$ cat src/hdl/tccs_pkg.sv
package tccs_pkg;

  // Default screen geometry.
  localparam int COLUMNS_DEF = 80;
  localparam int ROWS_DEF    = 25;

  // Fixed field widths of the item and result channels.
  localparam int ACT_W       = 2;
  localparam int CHAR_W      = 8;
  localparam int ATTR_W      = 8;
  localparam int ROW_FIELD_W = 5;
  localparam int COL_FIELD_W = 7;
  localparam int CELL_W      = CHAR_W + ATTR_W;

  // Register port.
  localparam int PADDR_W = 3;
  localparam int PDATA_W = 32;

  // Character and attribute constants.
  localparam logic [CHAR_W-1:0] NEWLINE_CODE = 8'h0A;
  localparam logic [CHAR_W-1:0] SPACE_CODE   = 8'h20;
  localparam logic [ATTR_W-1:0] RESET_ATTR   = 8'h0F;

  typedef enum logic [ACT_W-1:0] {
    ACT_PUT       = 2'd0,
    ACT_BACKSPACE = 2'd1,
    ACT_CLEAR     = 2'd2,
    ACT_READ      = 2'd3
  } action_t;

endpackage

$ cat src/hdl/tccs_apb_regs.sv
module tccs_apb_regs (
  input  logic                          clk,
  input  logic                          rst_n,
  input  logic                          psel,
  input  logic                          penable,
  input  logic                          pwrite,
  input  logic [tccs_pkg::PADDR_W-1:0]  paddr,
  input  logic [tccs_pkg::PDATA_W-1:0]  pwdata,
  output logic [tccs_pkg::PDATA_W-1:0]  prdata,
  output logic                          pready,
  output logic [tccs_pkg::ATTR_W-1:0]   color_attr
);
  import tccs_pkg::*;

  logic [ATTR_W-1:0] color_attr_r;
  logic [ATTR_W-1:0] color_attr_nxt;
  logic              attr_sel;

  // The only register sits at byte address 0.
  assign attr_sel = (paddr[PADDR_W-1:2] == '0);

  always_comb begin
    color_attr_nxt = color_attr_r;
    if (psel && penable && pwrite && attr_sel) begin
      color_attr_nxt = pwdata[ATTR_W-1:0];
    end
  end

  always_ff @(posedge clk) begin
    if (!rst_n) begin
      color_attr_r <= RESET_ATTR;
    end else begin
      color_attr_r <= color_attr_nxt;
    end
  end

  assign prdata     = attr_sel ? PDATA_W'(color_attr_r) : '0;
  assign pready     = 1'b1;
  assign color_attr = color_attr_r;

endmodule

$ cat config.mk
export PLATFORM = sky130hd
export DESIGN_NAME = tccs_apb_regs
export DESIGN_NICKNAME = d
export VERILOG_FILES = /design/src/hdl/tccs_pkg.sv /design/src/hdl/tccs_apb_regs.sv
export SDC_FILE = /design/constraint.sdc
export NUM_CORES = 1
export LEC_CHECK = 0
export BUFFER_PORTS_ARGS = -buffer_cell sky130_fd_sc_hd__buf_2
export CAP_MARGIN = 40
export CORE_AREA = 2 2 51 53
export CTS_CLUSTER_SIZE = 28
export DETAILED_ROUTE_END_ITERATION = 10
export DIE_AREA = 0 0 53 55
export PLACE_DENSITY = 0.79
export SKIP_CTS_REPAIR_TIMING = 1
export SYNTH_ARGS = -nofsm -noshare
export SYNTH_HDL_FRONTEND = slang
export SYNTH_SLANG_ARGS = --single-unit
$ cat constraint.sdc
create_clock -name clk -period 0.8 [get_ports clk]
set_input_delay 0.08 -clock clk [delete_from_list [all_inputs] [get_ports clk]]
set_output_delay 0.08 -clock clk [all_outputs]
set_load 0.03 [all_outputs]
==> flow_summary.toml, run 1 <==
[grt]
gr-total-overflow = 0
grt_max_degree = 17
first_global_vias = 367
grt-busiest-layer = "met2"
grt_use_met2_pct = 13.1
grt_antenna_before_repair = 0
grt_use_total_pct = 7.36
met3_usage_pct = 4.03
grt_util_met1_pct = 7.28
grt_first_pass_wirelength_mm = 1.48

[yosys]
syn_area_per_cell_um2 = 8.72
synthCells = 70
synth.yosys.warnings = 0
netlist_area_um2 = 611
ys_seq_elements = 8
ys_seq_area_share_pct = 26.2
ys_types = 10

[route]
drt_iter0_drc = 2
vias = 468
drc = 0
wl_mm = 1.10
post_drt_wl_per_cell_um = 8.36
via_per_inst = 3.55
final_antenna_net_count = 0
drtPass1Iterations = 2

[clock_network]
clockBufferDepth = 2
cts.sinks = 8
cts_buffers = 3
root_buffer = "clkbuf_4"
cts_tree = "done"
clk_pin_slew_ns = 0.05
cts_max_level = 1
insertion_delay_ns = 0.25

[placement]
gp_congestion = 0.613
dp_hpwl_um = 884
port_buffers = 29
pre_cts_ws_ns = -0.0715

[sta]
clock_skew_ns = 0
finalCritPeriodShare_pct = 122
fin_hold_ws_ns = 0.0714
hold_violations = 0
final-setup-viol-count = 11
rsz0062_at_grt = "yes"
max_freq_mhz = 1020
min_period_ns = 0.979
drv_slew = 0
setup_ws_ns = -0.179

[critical_path]
crit_cells = 2
ff2ff_path_depth = 3
crit_buf_inv = 1
cp_max_fo = 3
endpoint_kind = "output port"
slowest_stage = "dfxtp_2"
path_cells = "and2b_2 > buf_6"
max_stage_delay_ns = 0.33
required_ns = 0.72
crit_type = "reg2out"
critPathArrivalTime_ns = 0.90
cp_top_family = "flip-flops"
critPathLaunchType = "register"

[cells_and_area]
fin_util_pct = 35.7
drive_gt1_share_pct = 51.0
diodes = 0
layout_common_cells = "25 x conb_1, 14 x buf_6, 13 x buf_2"
layout_commonest_cell = "conb_1"
layout.nets = 144
syn_to_final_growth_pct = 38.3
largest_reg_flops = 8

[floorplan]
die-area_um2 = 2920
start_util_pct = 25.8
rows = 18
coreArea_um2 = 2360
chipHeight_um = 55
io_pins = 81
die_width_um = 53

[power_and_ir_drop]
p_per_area_nw_per_um2 = 1280
power_mw = 1.08
ir_drop_mv = 0.511
p_leak_nw = 0.413

[status]
status = "complete, but fails checks"
violations = "negative setup slack"

[min_path]
min_path_type = "in2reg"
hold_depth = 3

[run]
maxCapViolCount = 0
## tightest hold or removal path: stages
cell and delay (ns):
buf_2 0.09, nand2_1 0.04, mux2i_1 0.05
## power by group
| group | switching (mW) | internal, mW | leakage [nW] |
|---|---|---|---|
| Clock | 0.130 | 0.171 | 0.0138 |
| Sequential | 0.00711 | 0.410 | 0.0650 |
| Combinational | 0.254 | 0.108 | 0.335 |
| Total | 0.391 | 0.689 | 0.413 |
## synth_stat cells, drive strengths merged
library cell,number,area [um2]
and4b,1,10.0
dfxtp,8,160
nand2,8,30.0
mux2i,8,80.1
nor2b,8,50.1
conb,2,7.51
and2b,8,70.1
clkbuf,1,3.75
buf,26,199
## layer usage
layer	up-vias	wire [um]
met1	202	412
met4	0	4
li1	232	-
met3	2	130
met2	32	557
met5	-	0
## metrics by stage
step / area (um2) / cells / TNS (ns)
2_1_floorplan: 707 / 93 / 0
3_3_place_gp: 714 / 127 / -0.418
3_5_place_dp: 714 / 127 / -0.566
4_1_cts: 737 / 130 / -2.19
5_1_grt: 845 / 132 / -2.02
6_report: 845 / 132 / -1.54
## cell type report
| cell class | instances | area, um2 |
|---|---|---|
| Clock buffer | 3 | 22.5 |
| Multi-Input combinational cell | 58 | 334 |
| Tap cell | 30 | 37.5 |
| Fill cell | 256 | 1520 |
| Sequential cell | 8 | 170 |
| Timing Repair Buffer | 33 | 280 |
## path summary, 6_finish.rpt
path	start	end	slack (ns)
setup reg to reg	color_attr[2]	color_attr[2]	0.07
setup / recovery	color_attr[5]	prdata[5]	-0.18
hold / removal	pwdata[5]	color_attr[5]	0.07
hold reg to reg	color_attr[7]	color_attr[7]	0.47
## logic make-up after synthesis
family                 synth area share (%)
DFF                                    26.2
muxes                                  13.1
and+or+nand+nor                        26.2
buffers and inverters                  33.2
other                                  1.23
Power figures use the tool's default switching activity.
==> inputs of run 2 (changes only) <==
--- a/config.mk
+++ b/config.mk
@@ -12,6 +12,7 @@
 export DETAILED_ROUTE_END_ITERATION = 10
 export DIE_AREA = 0 0 53 55
 export PLACE_DENSITY = 0.79
+export SETUP_SLACK_MARGIN = 0.1
 export SKIP_CTS_REPAIR_TIMING = 1
 export SYNTH_ARGS = -nofsm -noshare
 export SYNTH_HDL_FRONTEND = slang
==> run 2 against run 1 <==
  * The run still ends with negative setup slack left
  * Total power is 3.4% lower
  * Global-route usage is 0.19 points higher
  * Sequential share of layout area up 2.3 points
  * Combinational power hardly changed
  * Final cell count decreased by 1.5%
  * Die area stayed put
  * Via count decreased by 1.7%
  * Largest cell class unchanged
  * Largest power group unchanged
==> flow_summary.toml, run 2 (synthesized netlist as in run 1, its figures left out) <==
[cells_and_area]
layout.nets = 142
fin_util_pct = 35.8
layout_common_cells = "25 x conb_1, 14 x buf_2, 14 x buf_6"
filler_cell_count = 256
layout_commonest_cell = "conb_1"
drive_gt1_share_pct = 50.0
syn_to_final_growth_pct = 38.7
diodes = 0
multiInputGateArea_um2 = 334
largest_reg_flops = 8
seqCellArea_um2 = 190

[floorplan]
coreArea_um2 = 2360
chipHeight_um = 55
rows = 18
die-area_um2 = 2920
die_width_um = 53
start_util_pct = 25.8
io_pins = 81

[grt]
grt_use_total_pct = 7.55
grt_max_degree = 17
grt_antenna_before_repair = 0
grt_first_pass_wirelength_mm = 1.45
first_global_vias = 336
gr-total-overflow = 0

[critical_path]
path_cells = "and2b_2 > buf_6"
slowest_stage = "dfxtp_4"
crit_buf_inv = 1
cp_max_fo = 3
crit_type = "reg2out"
cp_top_family = "flip-flops"
critPathLaunchType = "register"
required_ns = 0.72
critPathArrivalTime_ns = 0.92
endpoint_kind = "output port"
max_stage_delay_ns = 0.34

[route]
wl_mm = 1.15
wl_met2_um = 546
drtPass1Iterations = 2
post_drt_wl_per_cell_um = 8.82
m1WireLength_um = 459
drc = 0
via_per_inst = 3.54
vias = 460
wl_met3_um = 140
highest_layer = "met3"
final_antenna_net_count = 0
drt_iter0_drc = 2

[clock_network]
root_buffer = "clkbuf_4"
cts.sinks = 8
insertion_delay_ns = 0.24
cts_tree = "done"
clk_pin_slew_ns = 0.05
cts_buffers = 3
cts_max_level = 1
clockBufferDepth = 2

[sta]
hold_violations = 0
drv_slew = 0
rsz0062_at_grt = "yes"
finalCritPeriodShare_pct = 125
clock_skew_ns = 0
min_period_ns = 0.999
max_freq_mhz = 1000
setup_ws_ns = -0.199
tns_ns = -1.63
final-setup-viol-count = 13

[power_and_ir_drop]
sequentialPowerShare_pct = 38.0
p_per_area_nw_per_um2 = 1230
p_clk_share_pct = 27.6
intPower_mw = 0.663
ir_drop_mv = 0.630
p_leak_nw = 0.406
switchingPower_mw = 0.380
combPwrFrac_pct = 34.4
sw_frac_of_total_pct = 36.4

[status]
status = "complete, but fails checks"
violations = "negative setup slack"

[placement]
dp_hpwl_um = 888
gp_congestion = 0.592
port_buffers = 29

[min_path]
min_path_type = "in2reg"

[run]
maxCapViolCount = 0
==> run 2: changes by cell type in the layout (fill, tap and decap cells not counted), sizes merged <==
cell / delta
buf: -2
==> run 2: worst min-delay path: stages <==
cell and delay [ns]:
buf_2 0.09, nand2_1 0.04, mux2i_1 0.05
==> run 2: final timing paths <==
kind / startpoint / end / slack, ns / depth (start not counted)
worst max-delay path: color_attr[4] / prdata[4] / -0.20 / 2
worst min-delay path: pwdata[6] / color_attr[6] / 0.07 / 3
worst max register to register: color_attr[2] / color_attr[2] / 0.18 / 2
worst min register to register: color_attr[7] / color_attr[7] / 0.48 / 2
==> run 2: area by class of cell <==
cell class,instances,area share (%)
Clock buffer,3,2.66
Sequential cell,8,22.5
Tap cell,30,4.43
Timing Repair Buffer,31,31.0
Multi-Input combinational cell,58,39.4
==> run 2: per-stage QoR <==
stage	setup WS (ns)	hold slack [ns]	instance area (um2)	instances	power, mW
floorplan	0.0950	0.212	727	93	0.753
detailed placement	-0.0883	0.327	734	127	0.730
global route	-0.239	0.0482	847	130	1.12
CTS	-0.231	0.0593	757	130	1.03
finish	-0.199	0.0689	847	130	1.04
global placement	-0.0556	0.322	734	127	0.727
==> run 2: layer usage <==
layer  track usage, %  vias up
met1             7.82      197
li1                 -      227
met5                0        -
met2             11.9       36
met3             5.65        0
met4             2.56        0
==> run 2: power groups by stage <==
stage / clock, mW / combinational [mW] / sequential, mW
4_1_cts: 0.312 / 0.328 / 0.394
3_5_place_dp: 0 / 0.328 / 0.402
2_1_floorplan: 0 / 0.334 / 0.419
6_report: 0.288 / 0.359 / 0.396
5_1_grt: 0.337 / 0.382 / 0.396
3_3_place_gp: 0 / 0.325 / 0.402
