===== config.mk =====
export PLATFORM = sky130hd
export DESIGN_NAME = tccs_ctrl
export DESIGN_NICKNAME = d
export VERILOG_FILES = /design/src/hdl/tccs_pkg.sv /design/src/hdl/tccs_ctrl.sv
export SDC_FILE = /design/constraint.sdc
export NUM_CORES = 1
export LEC_CHECK = 0
export BUFFER_PORTS_ARGS = -buffer_cell sky130_fd_sc_hd__buf_4
export CORE_MARGIN = 2
export CORE_UTILIZATION = 50
export CTS_CLUSTER_DIAMETER = 30
export DETAILED_ROUTE_END_ITERATION = 7
export GPL_TIMING_DRIVEN = 0
export HOLD_SLACK_MARGIN = 0.12
export PLACE_DENSITY_LB_ADDON = 0.25
export SLEW_MARGIN = 15
export SYNTH_ARGS = -nofsm -noshare
export SYNTH_HDL_FRONTEND = slang
export SYNTH_SLANG_ARGS = --single-unit
export TNS_END_PERCENT = 30

===== constraint.sdc =====
create_clock -name clk -period 11.3 [get_ports clk]
set_clock_uncertainty 0.05 [all_clocks]
set_input_delay 1.13 -clock clk [delete_from_list [all_inputs] [get_ports clk]]
set_output_delay 1.13 -clock clk [all_outputs]
set_load 0.02 [all_outputs]

===== src/hdl/tccs_pkg.sv =====
package tccs_pkg;

  // Default screen geometry.
  localparam int COLUMNS_DEF = 80;
  localparam int ROWS_DEF    = 25;

  // Fixed field widths of the item and result channels.
  localparam int ACT_W       = 2;
  localparam int CHAR_W      = 8;
  localparam int ATTR_W      = 8;
  localparam int ROW_FIELD_W = 5;
  localparam int COL_FIELD_W = 7;
  localparam int CELL_W      = CHAR_W + ATTR_W;

  // Register port.
  localparam int PADDR_W = 3;
  localparam int PDATA_W = 32;

  // Character and attribute constants.
  localparam logic [CHAR_W-1:0] NEWLINE_CODE = 8'h0A;
  localparam logic [CHAR_W-1:0] SPACE_CODE   = 8'h20;
  localparam logic [ATTR_W-1:0] RESET_ATTR   = 8'h0F;

  typedef enum logic [ACT_W-1:0] {
    ACT_PUT       = 2'd0,
    ACT_BACKSPACE = 2'd1,
    ACT_CLEAR     = 2'd2,
    ACT_READ      = 2'd3
  } action_t;

endpackage


===== src/hdl/tccs_ctrl.sv =====
module tccs_ctrl #(
  parameter int COLUMNS = tccs_pkg::COLUMNS_DEF,
  parameter int ROWS    = tccs_pkg::ROWS_DEF
) (
  input  logic                              clk,
  input  logic                              rst_n,
  input  logic [tccs_pkg::ATTR_W-1:0]       color_attr,
  input  logic                              in_valid,
  output logic                              in_ready,
  input  logic [tccs_pkg::ACT_W-1:0]        in_action,
  input  logic [tccs_pkg::CHAR_W-1:0]       in_char_code,
  input  logic [tccs_pkg::ROW_FIELD_W-1:0]  in_read_row,
  input  logic [tccs_pkg::COL_FIELD_W-1:0]  in_read_col,
  output logic                              out_valid,
  input  logic                              out_ready,
  output logic [tccs_pkg::CHAR_W-1:0]       out_cell_char,
  output logic [tccs_pkg::ATTR_W-1:0]       out_cell_attr,
  output logic [tccs_pkg::ROW_FIELD_W-1:0]  out_cur_row,
  output logic [tccs_pkg::COL_FIELD_W-1:0]  out_cur_col,
  output logic                              mem_we,
  output logic [$clog2(ROWS*COLUMNS)-1:0]   mem_waddr,
  output logic [tccs_pkg::CELL_W-1:0]       mem_wdata,
  output logic [$clog2(ROWS*COLUMNS)-1:0]   mem_raddr,
  input  logic [tccs_pkg::CELL_W-1:0]       mem_rdata
);
  import tccs_pkg::*;

  localparam int CELLS = ROWS * COLUMNS;
  localparam int AW    = $clog2(CELLS);
  localparam int RW    = $clog2(ROWS);
  localparam int RW1   = RW + 1;
  localparam int CW    = (COLUMNS > 1) ? $clog2(COLUMNS) : 1;
  localparam int CW1   = CW + 1;

  localparam logic [RW:0]    ROWS_X    = RW1'(ROWS);
  localparam logic [RW-1:0]  LAST_ROW  = RW'(ROWS - 1);
  localparam logic [CW:0]    COLS_X    = CW1'(COLUMNS);
  localparam logic [AW-1:0]  COLS_A    = AW'(COLUMNS);
  localparam logic [AW-1:0]  LAST_CELL = AW'(CELLS - 1);

  typedef enum logic [4:0] {
    S_IDLE  = 5'b00001,
    S_EXEC  = 5'b00010,
    S_READ  = 5'b00100,
    S_SWEEP = 5'b01000,
    S_DONE  = 5'b10000
  } state_t;

  state_t               state_r, state_nxt;
  logic [RW-1:0]        row_r, row_nxt;
  logic [CW-1:0]        col_r, col_nxt;
  logic [RW-1:0]        base_r, base_nxt;
  action_t              act_r, act_nxt;
  logic [CHAR_W-1:0]    ch_r, ch_nxt;
  logic [ROW_FIELD_W-1:0] rrow_r, rrow_nxt;
  logic [COL_FIELD_W-1:0] rcol_r, rcol_nxt;
  logic [AW-1:0]        sweep_addr_r, sweep_addr_nxt;
  logic [AW-1:0]        sweep_last_r, sweep_last_nxt;
  logic [ATTR_W-1:0]    sweep_attr_r, sweep_attr_nxt;
  logic                 sweep_resp_r, sweep_resp_nxt;
  logic [CELL_W-1:0]    cell_r, cell_nxt;
  logic                 out_valid_r, out_valid_nxt;
  logic [CELL_W-1:0]    out_cell_r, out_cell_nxt;
  logic [RW-1:0]        out_row_r, out_row_nxt;
  logic [CW-1:0]        out_col_r, out_col_nxt;

  logic [RW:0]          row_inc;
  logic [CW:0]          col_inc;
  logic [RW-1:0]        base_inc;
  logic [AW-1:0]        top_addr;
  logic                 read_ok;

  // Logical row plus the scroll offset, wrapped, times the row length, plus the column.
  function automatic logic [AW-1:0] cell_addr(input logic [RW-1:0] row,
                                              input logic [CW-1:0] col,
                                              input logic [RW-1:0] base);
    logic [RW:0]   sum;
    logic [RW-1:0] prow;
    sum  = {1'b0, row} + {1'b0, base};
    prow = (sum >= ROWS_X) ? RW'(sum - ROWS_X) : RW'(sum);
    return AW'(prow) * COLS_A + AW'(col);
  endfunction

  assign row_inc  = {1'b0, row_r} + RW1'(1);
  assign col_inc  = {1'b0, col_r} + CW1'(1);
  assign base_inc = (base_r == LAST_ROW) ? '0 : RW'(base_r + RW'(1));
  assign top_addr = AW'(base_r) * COLS_A;
  assign read_ok  = (int'(rrow_r) < ROWS) && (int'(rcol_r) < COLUMNS);

  assign mem_raddr = cell_addr(RW'(rrow_r), CW'(rcol_r), base_r);

  always_comb begin
    state_nxt      = state_r;
    row_nxt        = row_r;
    col_nxt        = col_r;
    base_nxt       = base_r;
    act_nxt        = act_r;
    ch_nxt         = ch_r;
    rrow_nxt       = rrow_r;
    rcol_nxt       = rcol_r;
    sweep_addr_nxt = sweep_addr_r;
    sweep_last_nxt = sweep_last_r;
    sweep_attr_nxt = sweep_attr_r;
    sweep_resp_nxt = sweep_resp_r;
    cell_nxt       = cell_r;
    out_valid_nxt  = out_valid_r && !out_ready;
    out_cell_nxt   = out_cell_r;
    out_row_nxt    = out_row_r;
    out_col_nxt    = out_col_r;
    mem_we         = 1'b0;
    mem_waddr      = cell_addr(row_r, col_r, base_r);
    mem_wdata      = {color_attr, ch_r};

    unique case (state_r)
      S_IDLE: begin
        if (in_valid) begin
          act_nxt   = action_t'(in_action);
          ch_nxt    = in_char_code;
          rrow_nxt  = in_read_row;
          rcol_nxt  = in_read_col;
          state_nxt = S_EXEC;
        end
      end

      S_EXEC: begin
        cell_nxt  = '0;
        state_nxt = S_DONE;
        case (act_r)
          ACT_PUT: begin
            if (ch_r != NEWLINE_CODE) begin
              mem_we = 1'b1;
            end
            if (ch_r == NEWLINE_CODE || col_inc == COLS_X) begin
              col_nxt = '0;
              if (row_inc == ROWS_X) begin
                // Scroll: the old top row becomes the new bottom row.
                row_nxt        = LAST_ROW;
                base_nxt       = base_inc;
                sweep_addr_nxt = top_addr;
                sweep_last_nxt = top_addr + COLS_A - AW'(1);
                sweep_attr_nxt = color_attr;
                sweep_resp_nxt = 1'b1;
                state_nxt      = S_SWEEP;
              end else begin
                row_nxt = RW'(row_inc);
              end
            end else begin
              col_nxt = CW'(col_inc);
            end
          end
          ACT_BACKSPACE: begin
            if (col_r != '0) begin
              col_nxt   = col_r - CW'(1);
              mem_we    = 1'b1;
              mem_waddr = cell_addr(row_r, col_r - CW'(1), base_r);
              mem_wdata = {color_attr, SPACE_CODE};
            end
          end
          ACT_CLEAR: begin
            row_nxt        = '0;
            col_nxt        = '0;
            base_nxt       = '0;
            sweep_addr_nxt = '0;
            sweep_last_nxt = LAST_CELL;
            sweep_attr_nxt = color_attr;
            sweep_resp_nxt = 1'b1;
            state_nxt      = S_SWEEP;
          end
          default: begin
            if (read_ok) begin
              state_nxt = S_READ;
            end
          end
        endcase
      end

      S_READ: begin
        cell_nxt  = mem_rdata;
        state_nxt = S_DONE;
      end

      S_SWEEP: begin
        mem_we    = 1'b1;
        mem_waddr = sweep_addr_r;
        mem_wdata = {sweep_attr_r, SPACE_CODE};
        if (sweep_addr_r == sweep_last_r) begin
          state_nxt = sweep_resp_r ? S_DONE : S_IDLE;
        end else begin
          sweep_addr_nxt = sweep_addr_r + AW'(1);
        end
      end

      S_DONE: begin
        if (!out_valid_r || out_ready) begin
          out_valid_nxt = 1'b1;
          out_cell_nxt  = cell_r;
          out_row_nxt   = row_r;
          out_col_nxt   = col_r;
          state_nxt     = S_IDLE;
        end
      end

      default: begin
        state_nxt = S_IDLE;
      end
    endcase
  end

  always_ff @(posedge clk) begin
    if (!rst_n) begin
      state_r      <= S_SWEEP;
      row_r        <= '0;
      col_r        <= '0;
      base_r       <= '0;
      sweep_addr_r <= '0;
      sweep_last_r <= LAST_CELL;
      sweep_attr_r <= RESET_ATTR;
      sweep_resp_r <= 1'b0;
      out_valid_r  <= 1'b0;
    end else begin
      state_r      <= state_nxt;
      row_r        <= row_nxt;
      col_r        <= col_nxt;
      base_r       <= base_nxt;
      sweep_addr_r <= sweep_addr_nxt;
      sweep_last_r <= sweep_last_nxt;
      sweep_attr_r <= sweep_attr_nxt;
      sweep_resp_r <= sweep_resp_nxt;
      out_valid_r  <= out_valid_nxt;
    end
  end

  always_ff @(posedge clk) begin
    act_r      <= act_nxt;
    ch_r       <= ch_nxt;
    rrow_r     <= rrow_nxt;
    rcol_r     <= rcol_nxt;
    cell_r     <= cell_nxt;
    out_cell_r <= out_cell_nxt;
    out_row_r  <= out_row_nxt;
    out_col_r  <= out_col_nxt;
  end

  assign in_ready      = (state_r == S_IDLE);
  assign out_valid     = out_valid_r;
  assign out_cell_char = out_cell_r[CHAR_W-1:0];
  assign out_cell_attr = out_cell_r[CELL_W-1:CHAR_W];
  assign out_cur_row   = ROW_FIELD_W'(out_row_r);
  assign out_cur_col   = COL_FIELD_W'(out_col_r);

endmodule


==> impl_results.md, run 1 <==
- Overflow after GRT: 0
- CP Class: flip-flop to output pin
- Switching part of the total power: about a quarter
- Synth warnings: 0
- Post-synthesis compound-gate area fraction: between 10% and 20%
- Clk slew on worst S/H paths: 50 ps
- Largest stage delay, worst path: roughly 510 ps
- Synthesized cell area: 0.00705 mm²
- Hold Crit Class: flip-flop to flip-flop
- Critical path required time: ~10,000 ps
- Max cap viols: 0
- Area Overhead vs Synth: 24.5%
- Initial antenna violation count: 0
- Chip height: approximately 120 µm
- Final hold viol count: 0
- Vias: between 6,000 and 7,000
- Proportion of synthesized area in mux cells: 1.01%
- Register area share after synthesis: 42.3%
- CP arrival: a little over 6000 ps
- Hold Buf Count CTS: 0
- CTS tree: done
- VDD IR max: 0.000129 V
- GR Util All Layers: 24.8%
- TNS Setup: 0 ps
- Mean Syn Cell Area: approximately 9.6 µm²
- Post-synth top flop: edfxtp_1
- Die area: ~0.015 mm²
- Final Cycle Share: ~64%
- Synth Register Bits: 116
- PD cells: around 130 mW/mm²
- Slowest stage cell, crit path: dfxtp_1
- NetSw: about 0.27 mW
- Library cells used by synthesis: 73
- First-pass GRT wire length: a little under 30,000 µm
- Combinational Power Share: under 10%
- CTS H-tree lvls: 4
- Routed WL: 18,400 µm
- Crit path time final: roughly 7300 ps
- CTS Buf Count: 17
- EDFF count, synth: 66
- Synth Area in Adders: between 10% and 20%
- Commonest non-fill, non-tap cell in the layout: buf_4
- I/O pin total: approximately 120
- Sequential cell area: 0.00298 mm²
- Drt wl/cell: ~17 µm
- Root Driver: clkbuf_16
- CP Capture Type: output pin
- Max_slew headroom: 38.1%
- Post-Syn Nets: 843
- ANT nets after route: 0
- Starting Density: between 50% and 60%
- Critical path peak fanout: 7
- Status: completed
- Die X-Extent: between 100 and 150 µm
- CTS max path bufs: 2
- Post-CTS setup buffer count: 0
- Clock sink count: roughly 120
- Int Power: between 0.8 and 0.9 mW
- # diodes: 0
- Final setup fails: 0
- Worst-skew pair later-pin latency: approximately 420 ps
- Drc violations: 0
- HPWL after DPL: 13,600 µm
- Synth Area in XOR/XNOR: under 10%
- Multi-input gate area: 0.00380 mm²
- Fill count: ~1,100
- Fmax: between 100 and 150 MHz
- Vias in the first global route: between 5,000 and 6,000
- Clock network power share: around half
- Post-synthesis simple-gate area fraction: approximately a fifth
- CP Cell Sequence: ha_1, fa_1, inv_1, ha_1, inv_1, nor3_1, nor3_1, a211o_1, a211oi_2, mux2i_1, inv_1, ha_1, ha_1, inv_1, fa_1, nor2b_1, nand2_1, mux2_2, or3_1, mux2i_1, a221o_1, buf_4
- Total power: 1.11 mW
- # port buffers: 118
- Largest net degree at the start of global routing: 29
- RSZ-0062 raised after global routing: false
- Largest family of logic cells by synthesized area: simple AND/OR/NAND/NOR gates
- Mapped Cells: 732
- Initial DRC count: approximately 710
- Pleak: a little under 4 nW
- Std-Cell Rows: 43
- Pins over their slew limit: 0
- Core ar.: between 0.01 and 0.015 mm²
- Vias/cell: a little under 6
- Synth async-reset ratio: 0%
- Drt first pass iters: 7
- Measured slew at the worst slew-check pin: around 920 ps
- Commonest cells after routing, fill and taps aside: buf_4, nand2_1, edfxtp_1, ha_1, dfxtp_1
- Layout cells sized above 1: 20.2%
- Critical path launch point type: flip-flop
- GP Congestion: between 0.9 and 1
- Seq pwr share: between 40% and 50%
- Nets@finish: just under 1,000
- Number of cells upsized or downsized after cts: 0
==> flip-flops by register name (all words and copies together) (netlist names), 5 cells and up <==
signal        flops
cell_r           16
out_cell_r       16
sweep_addr_r     11
ch_r              8
sweep_attr_r      8
col_r             7
out_cur_col       7
rcol_r            7
sweep_last_r      7
base_r            5
out_cur_row       5
row_r             5
rrow_r            5
state_r           5
==> cell type report <==
class / count / area share [%]
plain buffers: 34 / 1.97
clock buffers: 18 / 4.89
clock inverters: 14 / 2.02
inverters: 28 / 1.20
multi-input cells: 554 / 43.3
flip-flops and latches: 116 / 34.0
well taps: 180 / 2.57
repair buffers: 118 / 10.1
==> synthesized netlist by cell type (6+ instances only) <==
cell type	instances	area, µm²
and2_1	18	113
and3_1	19	119
nand2b_1	6	37.5
mux2i_1	6	60.1
buf_2	6	30.0
a21oi_1	41	205
nor2_1	47	176
dfxtp_1	50	1000
a31oi_1	8	50.1
nand3_1	30	150
edfxtp_1	66	1980
a221o_1	7	70.1
xor2_1	26	228
nand2_1	93	349
nor4_1	9	56.3
nor3_1	22	110
a21o_1	16	120
xnor2_1	19	166
inv_1	28	105
nor2b_1	6	37.5
o21ai_0	35	175
fa_1	8	160
o211ai_1	7	52.6
o21a_1	7	52.6
a22oi_1	6	45.0
ha_1	53	663
or4_1	6	45.0
clkbuf_1	20	75.1
==> power groups by stage <==
stage / Combinational, mW / Sequential (mW) / Clock (mW)
floorplan: 0.0562 / 0.458 / 0
global placement: 0.0998 / 0.459 / 0
detailed placement: 0.102 / 0.459 / 0
CTS: 0.102 / 0.450 / 0.558
global route: 0.111 / 0.451 / 0.577
finish: 0.103 / 0.450 / 0.553
==> final timing paths <==
kind | from | end | slack, ps | depth (start not counted)
worst max register to register | ch_r[5] | row_r[4] | 8330 | 7
worst min register to register | cell_r[14] | out_cell_r[14] | 370 | 0
worst min-delay path | cell_r[14] | out_cell_r[14] | 370 | 0
worst max-delay path | base_r[0] | mem_waddr[10] | 4030 | 22
==> cells by family after synthesis <==
family,Yosys count
buf+inv,62
fa+ha+maj,61
xor+xnor,45
mux,7
compound gates,160
flops,116
simple gates,281
==> worst max-delay path, delay by kind of cell, from the launching register on <==
kind / cells / cell delay, ps
AND/OR/NAND/NOR: 5 / 1000
flip-flops: 1 / 510
adder cells (fa/ha/maj): 6 / 1870
buffers and inverters: 5 / 560
AO/OA/AOI/OAI: 3 / 840
multiplexers: 3 / 870
==> through the flow <==
| step | hold WS [ps] | std cells | worst slack (ps) | util (%) | instance area (µm²) |
|---|---|---|---|---|---|
| 6_report | 366 | 1062 | 4030 | 63.5 | 8780 |
| 5_1_grt | 376 | 1062 | 3680 | 63.5 | 8780 |
| 4_1_cts | 368 | 1062 | 4030 | 63.4 | 8770 |
| 3_5_place_dp | 355 | 1030 | 4490 | 59.0 | 8160 |
| 3_3_place_gp | 351 | 1030 | 4660 | 59.0 | 8160 |
| 2_1_floorplan | 350 | 732 | 5280 | - | 7050 |
==> per-layer routing <==
metal  global-route usage, %  up-vias  part of all wire, %
met3                    6.32       36                  8.2
met1                    32.0     2927                   42
met2                    40.2      275                   48
met4                    8.62        0                  2.2
li1                        -     2922                    -
met5                       0        -                    0
Power figures use the tool's default switching activity.
==> run 2: changes to the inputs <==
--- a/config.mk
+++ b/config.mk
@@ -5,6 +5,7 @@
 export SDC_FILE = /design/constraint.sdc
 export NUM_CORES = 1
 export LEC_CHECK = 0
+export ABC_AREA = 1
 export BUFFER_PORTS_ARGS = -buffer_cell sky130_fd_sc_hd__buf_4
 export CORE_MARGIN = 2
 export CORE_UTILIZATION = 50
==> constraint.sdc (replaced) <==
create_clock -name clk -period 7.4 [get_ports clk]
set_clock_uncertainty 0.05 [all_clocks]
set_input_delay 0.74 -clock clk [delete_from_list [all_inputs] [get_ports clk]]
set_output_delay 0.74 -clock clk [all_outputs]
set_load 0.02 [all_outputs]
==> impl_results.md, run 2 <==
- Status: completed
- Library cells used by synthesis: 51 (-30%)
- Hold Buf Count CTS: 0 (unchanged)
- Post-CTS setup buffer count: 0 (unchanged)
- Area Overhead vs Synth: 24.7%
- EDFF count, synth: 66 (unchanged)
- Nets@finish: 1,097 (+12%)
- Metal2 WL: 7940 µm (-9.6%)
- Most common cell in the netlist: nand2_1
- Measured slew at the worst slew-check pin: 760 ps (-164 ps)
- RSZ-0062 raised after global routing: false
- Register area share after synthesis: 42.1% (-0.20 points)
- Pins over their slew limit: 0 (unchanged)
- I/O pin total: 119 (unchanged)
- Std-Cell Rows: 43 (unchanged)
- Drt wl/cell: 14.4 µm (-17%)
- CP Capture Type: output pin
- Core ar.: 0.0139 mm² (+0.39%)
- Proportion of synthesized area in mux cells: 0.159% (-0.85 points)
- Mean Syn Cell Area: 8.36 µm² (-13%)
- # port buffers: 117 (-0.85%)
- Max cap viols: 0 (unchanged)
- Met3 WL: 1070 µm (-29%)
- Pleak: 4.14 nW (+6.8%)
- Post-Syn Nets: 959 (+14%)
- Clk slew on worst S/H paths: 60 ps (about the same)
- Initial DRC count: 607 (-14%)
- Fmax: approximately 170 MHz
- Vias: 6,184 (+0.39%)
- VDD IR max: 0.000198 V (+53%)
- GP Congestion: 0.956 (+1.4%)
- Synth area leaders: edfxtp_1, dfxtp_1, ha_1, nand2_1, inv_1
- Critical path launch point type: flip-flop
- Drt first pass iters: 6 (-1)
- Reg2reg start: base_r[1]
- Die X-Extent: 123 µm (+0.23%)
- Synth warnings: 0 (unchanged)
- Number of cells upsized or downsized after cts: 0 (unchanged)
- Critical path origin: base_r[0]
- Synth top cells by count: nand2_1, inv_1, nor2_1
- Area share of the largest cell type after synthesis: 28.0% (-0.13 points)
- Starting Density: 51.0% (about the same)
- Synth Area in XOR/XNOR: 5.19% (-0.40 points)
- Max_slew headroom: 49.2% (+11 points)
- Vias/cell: 5.25 (-9.6%)
- DP Worst Slack: 1940 ps (-2540 ps)
- Routed WL: 17,000 µm (-7.7%)
- Post-synthesis compound-gate area fraction: 9.55% (-5.9 points)
- Mapped Cells: 848 (+16%)
- TNS Setup: 0 ps (unchanged)
- Top cell type by total area after synthesis: edfxtp_1
- Min-Delay Startpoint: cell_r[0]
- DR top layer: met4
- Synth async-reset ratio: 0% (unchanged)
- Largest net degree at the start of global routing: 26 (-10%)
- Hold Crit Class: flip-flop to flip-flop
- Die area: 0.0151 mm² (+0.46%)
- Post-synthesis simple-gate area fraction: 23.1% (+3.1 points)
- GR Util All Layers: 23.5% (-1.2 points)
- Root Driver: clkbuf_16
- # diodes: 0 (unchanged)
- Critical path required time: 6610 ps (-3510 ps)
- Worst-skew pair later-pin latency: 420 ps (about the same)
- CP Class: flip-flop to output pin
- Chip height: 123 µm (+0.23%)
- First-pass GRT wire length: 27,600 µm (-4.4%)
- Synth Register Bits: 116 (unchanged)
- CTS H-tree lvls: 4 (unchanged)
- Commonest cells after routing, fill and taps aside: nand2_1, buf_4, inv_1, nor2_1, edfxtp_1
- Clock sink count: 116 (unchanged)
- Final setup fails: 0 (unchanged)
- PD cells: 213 mW/mm² (+69%)
- Synthesized cell area: 0.00709 mm² (+0.48%)
- HPWL after DPL: 12,500 µm (-7.8%)
- Layout cells sized above 1: 19.8% (-0.36 points)
- Critical path peak fanout: 7 (unchanged)
- CTS max path bufs: 2 (unchanged)
- CP arrival: 5050 ps (-1040 ps)
- Final WS setup: 1560 ps (-2470 ps)
- Synth Area in Adders: 11.6% (-0.056 points)
- Drc violations: 0 (unchanged)
- Largest family of logic cells by synthesized area: simple AND/OR/NAND/NOR gates
- Initial antenna violation count: 0 (unchanged)
- CTS Buf Count: 17 (unchanged)
- Metal-1 WL: 7700 µm (+0.63%)
- Vias in the first global route: 5,788 (-2.3%)
- CTS tree: done
- Post-synth top flop: edfxtp_1
- ANT nets after route: 0 (unchanged)
- Commonest non-fill, non-tap cell in the layout: nand2_1
- Final hold viol count: 0 (unchanged)
- Final Cycle Share: about four fifths
- Crit path time final: 5840 ps
- Overflow after GRT: 0 (unchanged)
- Largest regs: cell_r: 16 flops, out_cell_r: 16 flops, sweep_addr_r: 11 flops
==> run 2: path summary, 6_finish.rpt <==
check                                  endpoint  slack [ps]  cells past startpoint
worst max-delay path              mem_waddr[10]        1560                     20
worst min-delay path              out_cell_r[0]         360                      0
worst max register to register  sweep_addr_r[9]        4910                      9
worst min register to register    out_cell_r[0]         360                      0
==> run 2: cell type report <==
cell class                      instances  area [µm²]
Tap cell                              180         225
Timing Repair Buffer                  119         910
Inverter                              114         430
Clock buffer                           17         425
Clock inverter                         15         181
Sequential cell                       116        2980
Multi-Input combinational cell        592        3530
Fill cell                            1175        5040
Buffer                                 26         156
==> run 2: report_power, final <==
part	switching [mW]	total (mW)	internal, mW
sequential	0.0208	0.715	0.694
clock	0.312	0.843	0.531
combinational	0.198	0.322	0.124
total	0.531	1.88	1.35
==> run 2: through the flow <==
| step | instance area, µm² | total power, mW | hold WS (ps) | cells | util, % |
|---|---|---|---|---|---|
| detailed placement | 8230 | 1.05 | 356 | 1147 | 59.3 |
| global placement | 8190 | 1.04 | 351 | 1145 | 59.0 |
| floorplan | 7090 | 0.916 | 350 | 848 | - |
| CTS | 8840 | 1.88 | 366 | 1179 | 63.7 |
| global route | 8840 | 1.95 | 376 | 1179 | 63.7 |
| finish | 8840 | 1.88 | 360 | 1179 | 63.7 |
==> run 2: critical path, cell delays in order (launching register included) <==
cell and delay (ps):
dfxtp_1 390, ha_1 250, fa_1 550, inv_1 80, ha_1 180, nand3b_1 150
nand3_1 100, nand2_1 140, o21ai_0 420, inv_1 200, ha_1 330, ha_1 210
inv_1 70, fa_1 400, clkbuf_1 180, nor3_1 340, a21oi_1 130, nand3b_1 170
nand3_1 70, nand3_1 110, buf_4 180
==> run 2: kinds of logic (layout without fill, tap and decap cells) <==
| logic type | Yosys count | in the layout |
|---|---|---|
| multiplexers | 1 | 1 |
| buffers and inverters | 140 | 291 |
| XOR/XNOR | 42 | 42 |
| adder cells (fa/ha/maj) | 61 | 61 |
| flip-flops | 116 | 116 |
| AO/OA/AOI/OAI | 119 | 119 |
| AND/OR/NAND/NOR | 369 | 369 |
==> run 2: routing by layer <==
layer  vias to the layer above  global-route usage, %
met2                       218                   38.2
li1                       3092                      -
met3                        22                   4.98
met4                         0                   7.39
met1                      2852                   31.6
met5                         -                      0
==> run 3: changes to the inputs <==
==> constraint.sdc (replaced) <==
create_clock -name clk -period 5.5 [get_ports clk]
set_clock_uncertainty 0.05 [all_clocks]
set_input_delay 0.55 -clock clk [delete_from_list [all_inputs] [get_ports clk]]
set_output_delay 0.55 -clock clk [all_outputs]
set_load 0.02 [all_outputs]
==> impl_results.md, run 3 (synthesized netlist as in run 2, its figures left out) <==
- Hold Buf Count CTS: 0 (unchanged)
- Drt first pass iters: 5 (-1)
- Clk slew on worst S/H paths: 60 ps (about the same)
- Design Area, Final: 0.00886 mm² (+0.24%)
- ANT nets after route: 0 (unchanged)
- Sequential cell area: 0.00298 mm² (about the same)
- Crit path time final: approximately 5200 ps
- CTS max path bufs: 2 (unchanged)
- Routed WL: 17,000 µm (+0.39%)
- PD cells: 285 mW/mm² (+34%)
- # port buffers: 117 (unchanged)
- Dpl cells: 1,147 (unchanged)
- Std-Cell Rows: 43 (unchanged)
- Final Cycle Share: 93.9%
- TNS Setup: 0 ps (unchanged)
- CP arrival: 4570 ps (-480 ps)
- Pleak: 4.13 nW (about the same)
- Worst reg2reg setup slack: 2990 ps (-1920 ps)
- CP Capture Type: output pin
- Die area: 0.0151 mm² (unchanged)
- Starting Density: 51.0% (unchanged)
- Vias: 6,169 (-0.24%)
- FF-to-FF path depth: 9 (unchanged)
- Chip height: 123 µm (unchanged)
- # diodes: 0 (unchanged)
- GP Congestion: 0.956 (unchanged)
- Critical path launch point type: flip-flop
- Post-CTS setup buffer count: 0 (unchanged)
- Final design utilization: 63.8% (+0.15 points)
- Initial antenna violation count: 0 (unchanged)
- Critical path required time: 4900 ps (-1710 ps)
- Drt wl/cell: 14.4 µm (+0.47%)
- Largest net degree at the start of global routing: 26 (unchanged)
- Clock sink count: 116 (unchanged)
- CP Class: flip-flop to output pin
- Hold Path Depth: 1 (+1)
- I/O pin total: 119 (unchanged)
- GR Util All Layers: 23.5% (about the same)
- Die X-Extent: 123 µm (unchanged)
- Vias/cell: 5.24 (-0.16%)
- Multi-input gate area: 0.00355 mm² (+0.67%)
- Fill count: 1,173 (-0.17%)
- Core ar.: 0.0139 mm² (unchanged)
- CP most frequent cell: ha_1
- Worst-skew pair later-pin latency: 420 ps (about the same)
- RSZ-0062 raised after global routing: false
- Max cap viols: 0 (unchanged)
- Measured slew at the worst slew-check pin: 755 ps (-5.12 ps)
- CP Cell Sequence: ha_1, fa_2, inv_1, ha_1, nand3b_1, nand3_1, nand2_2, o31ai_1, xor2_1, inv_1, ha_1, ha_1, inv_1, fa_2, nor3_2, a21oi_1, nand3b_1, nand3_1, nand3_1, buf_4
- Max_slew headroom: 49.6% (+0.34 points)
- Hold Crit Class: input port to flip-flop
- Commonest cells after routing, fill and taps aside: nand2_1, buf_4, inv_1, nor2_1, edfxtp_1
- Final setup fails: 0 (unchanged)
- Nets@finish: 1,096 (-0.091%)
- Final hold viol count: 0 (unchanged)
- Layout cells sized above 1: 20.5% (+0.72 points)
- Status: completed
- Overflow after GRT: 0 (unchanged)
- Slowest stage cell, crit path: fa_2
- Largest regs: cell_r: 16 flops, out_cell_r: 16 flops, sweep_addr_r: 11 flops
- Commonest non-fill, non-tap cell in the layout: nand2_1
- Root Driver: clkbuf_16
- HPWL after DPL: 12,500 µm (unchanged)
- CTS tree: done
- First-pass GRT wire length: 27,600 µm (about the same)
- Initial DRC count: 568 (-6.4%)
- Fmax: 194 MHz
- Vias in the first global route: 5,788 (unchanged)
- Area Overhead vs Synth: 25.0%
- Drc violations: 0 (unchanged)
- Pins over their slew limit: 0 (unchanged)
- CTS Buf Count: 17 (unchanged)
- Critical path peak fanout: 7 (unchanged)
- CTS H-tree lvls: 4 (unchanged)
- VDD IR max: 0.000265 V (+34%)
- Total power: 2.53 mW (+34%)
- Placed Area: 0.00823 mm² (unchanged)
- Largest stage delay, worst path: 590 ps (+40 ps)
- Final non-filler cell total: 1,178 (-0.085%)
==> run 3: cell count changes in the layout (fill, tap and decap cells not counted), sizes merged <==
| cell | delta |
|---|---|
| clkbuf | -1 |
==> run 3: final cells by class <==
class | count | share of cell area, %
sequential | 116 | 33.7
buffer | 25 | 1.72
timing repair buffer | 119 | 10.3
clock inverter | 15 | 2.05
multi-input combinational | 592 | 40.1
clock buffer | 17 | 4.80
tap | 180 | 2.54
inverter | 114 | 4.86
==> run 3: report_power, final <==
part / switching [mW] / internal, mW / total (mW)
clock network: 0.419 / 0.714 / 1.13
logic: 0.266 / 0.167 / 0.433
registers: 0.0279 / 0.934 / 0.962
==> run 3: per-stage QoR <==
step / setup WS [ps] / hold slack, ps
final: 333 / 255
after global routing: 32.5 / 245
after CTS: 21.1 / 246
after detailed placement: 234 / 356
after global placement: 258 / 351
after floorplan: 879 / 350
==> run 3: worst paths after layout <==
kind | startpoint | end
worst max-delay path | row_r[0] | mem_waddr[10]
worst min-delay path | in_read_row[2] | rrow_r[2]
worst max register to register | base_r[1] | sweep_addr_r[9]
worst min register to register | cell_r[0] | out_cell_r[0]
==> run 3: metal layers <==
metal,share of wire (%),track usage (%),wire length [µm],vias up
met5,0,0,0,-
met4,1.4,7.39,231,0
met3,6.1,4.98,1040,19
li1,-,-,-,3082
met2,47,38.2,8000,208
met1,45,31.6,7740,2860
==> run 3: timing repair <==
item / CTS / global route
gates resized for setup: 2 / 7
setup endpoints to repair: 2 / 2
pin swaps: 0 / 1
==> run 3: critical path: cells and delay by family, from the launching register on <==
kind            cells  cell delay [ps]
compound gates      2              210
xor+xnor            1              160
fa+ha+maj           6             2000
buf+inv             4              400
flops               1              370
simple gates        7              990
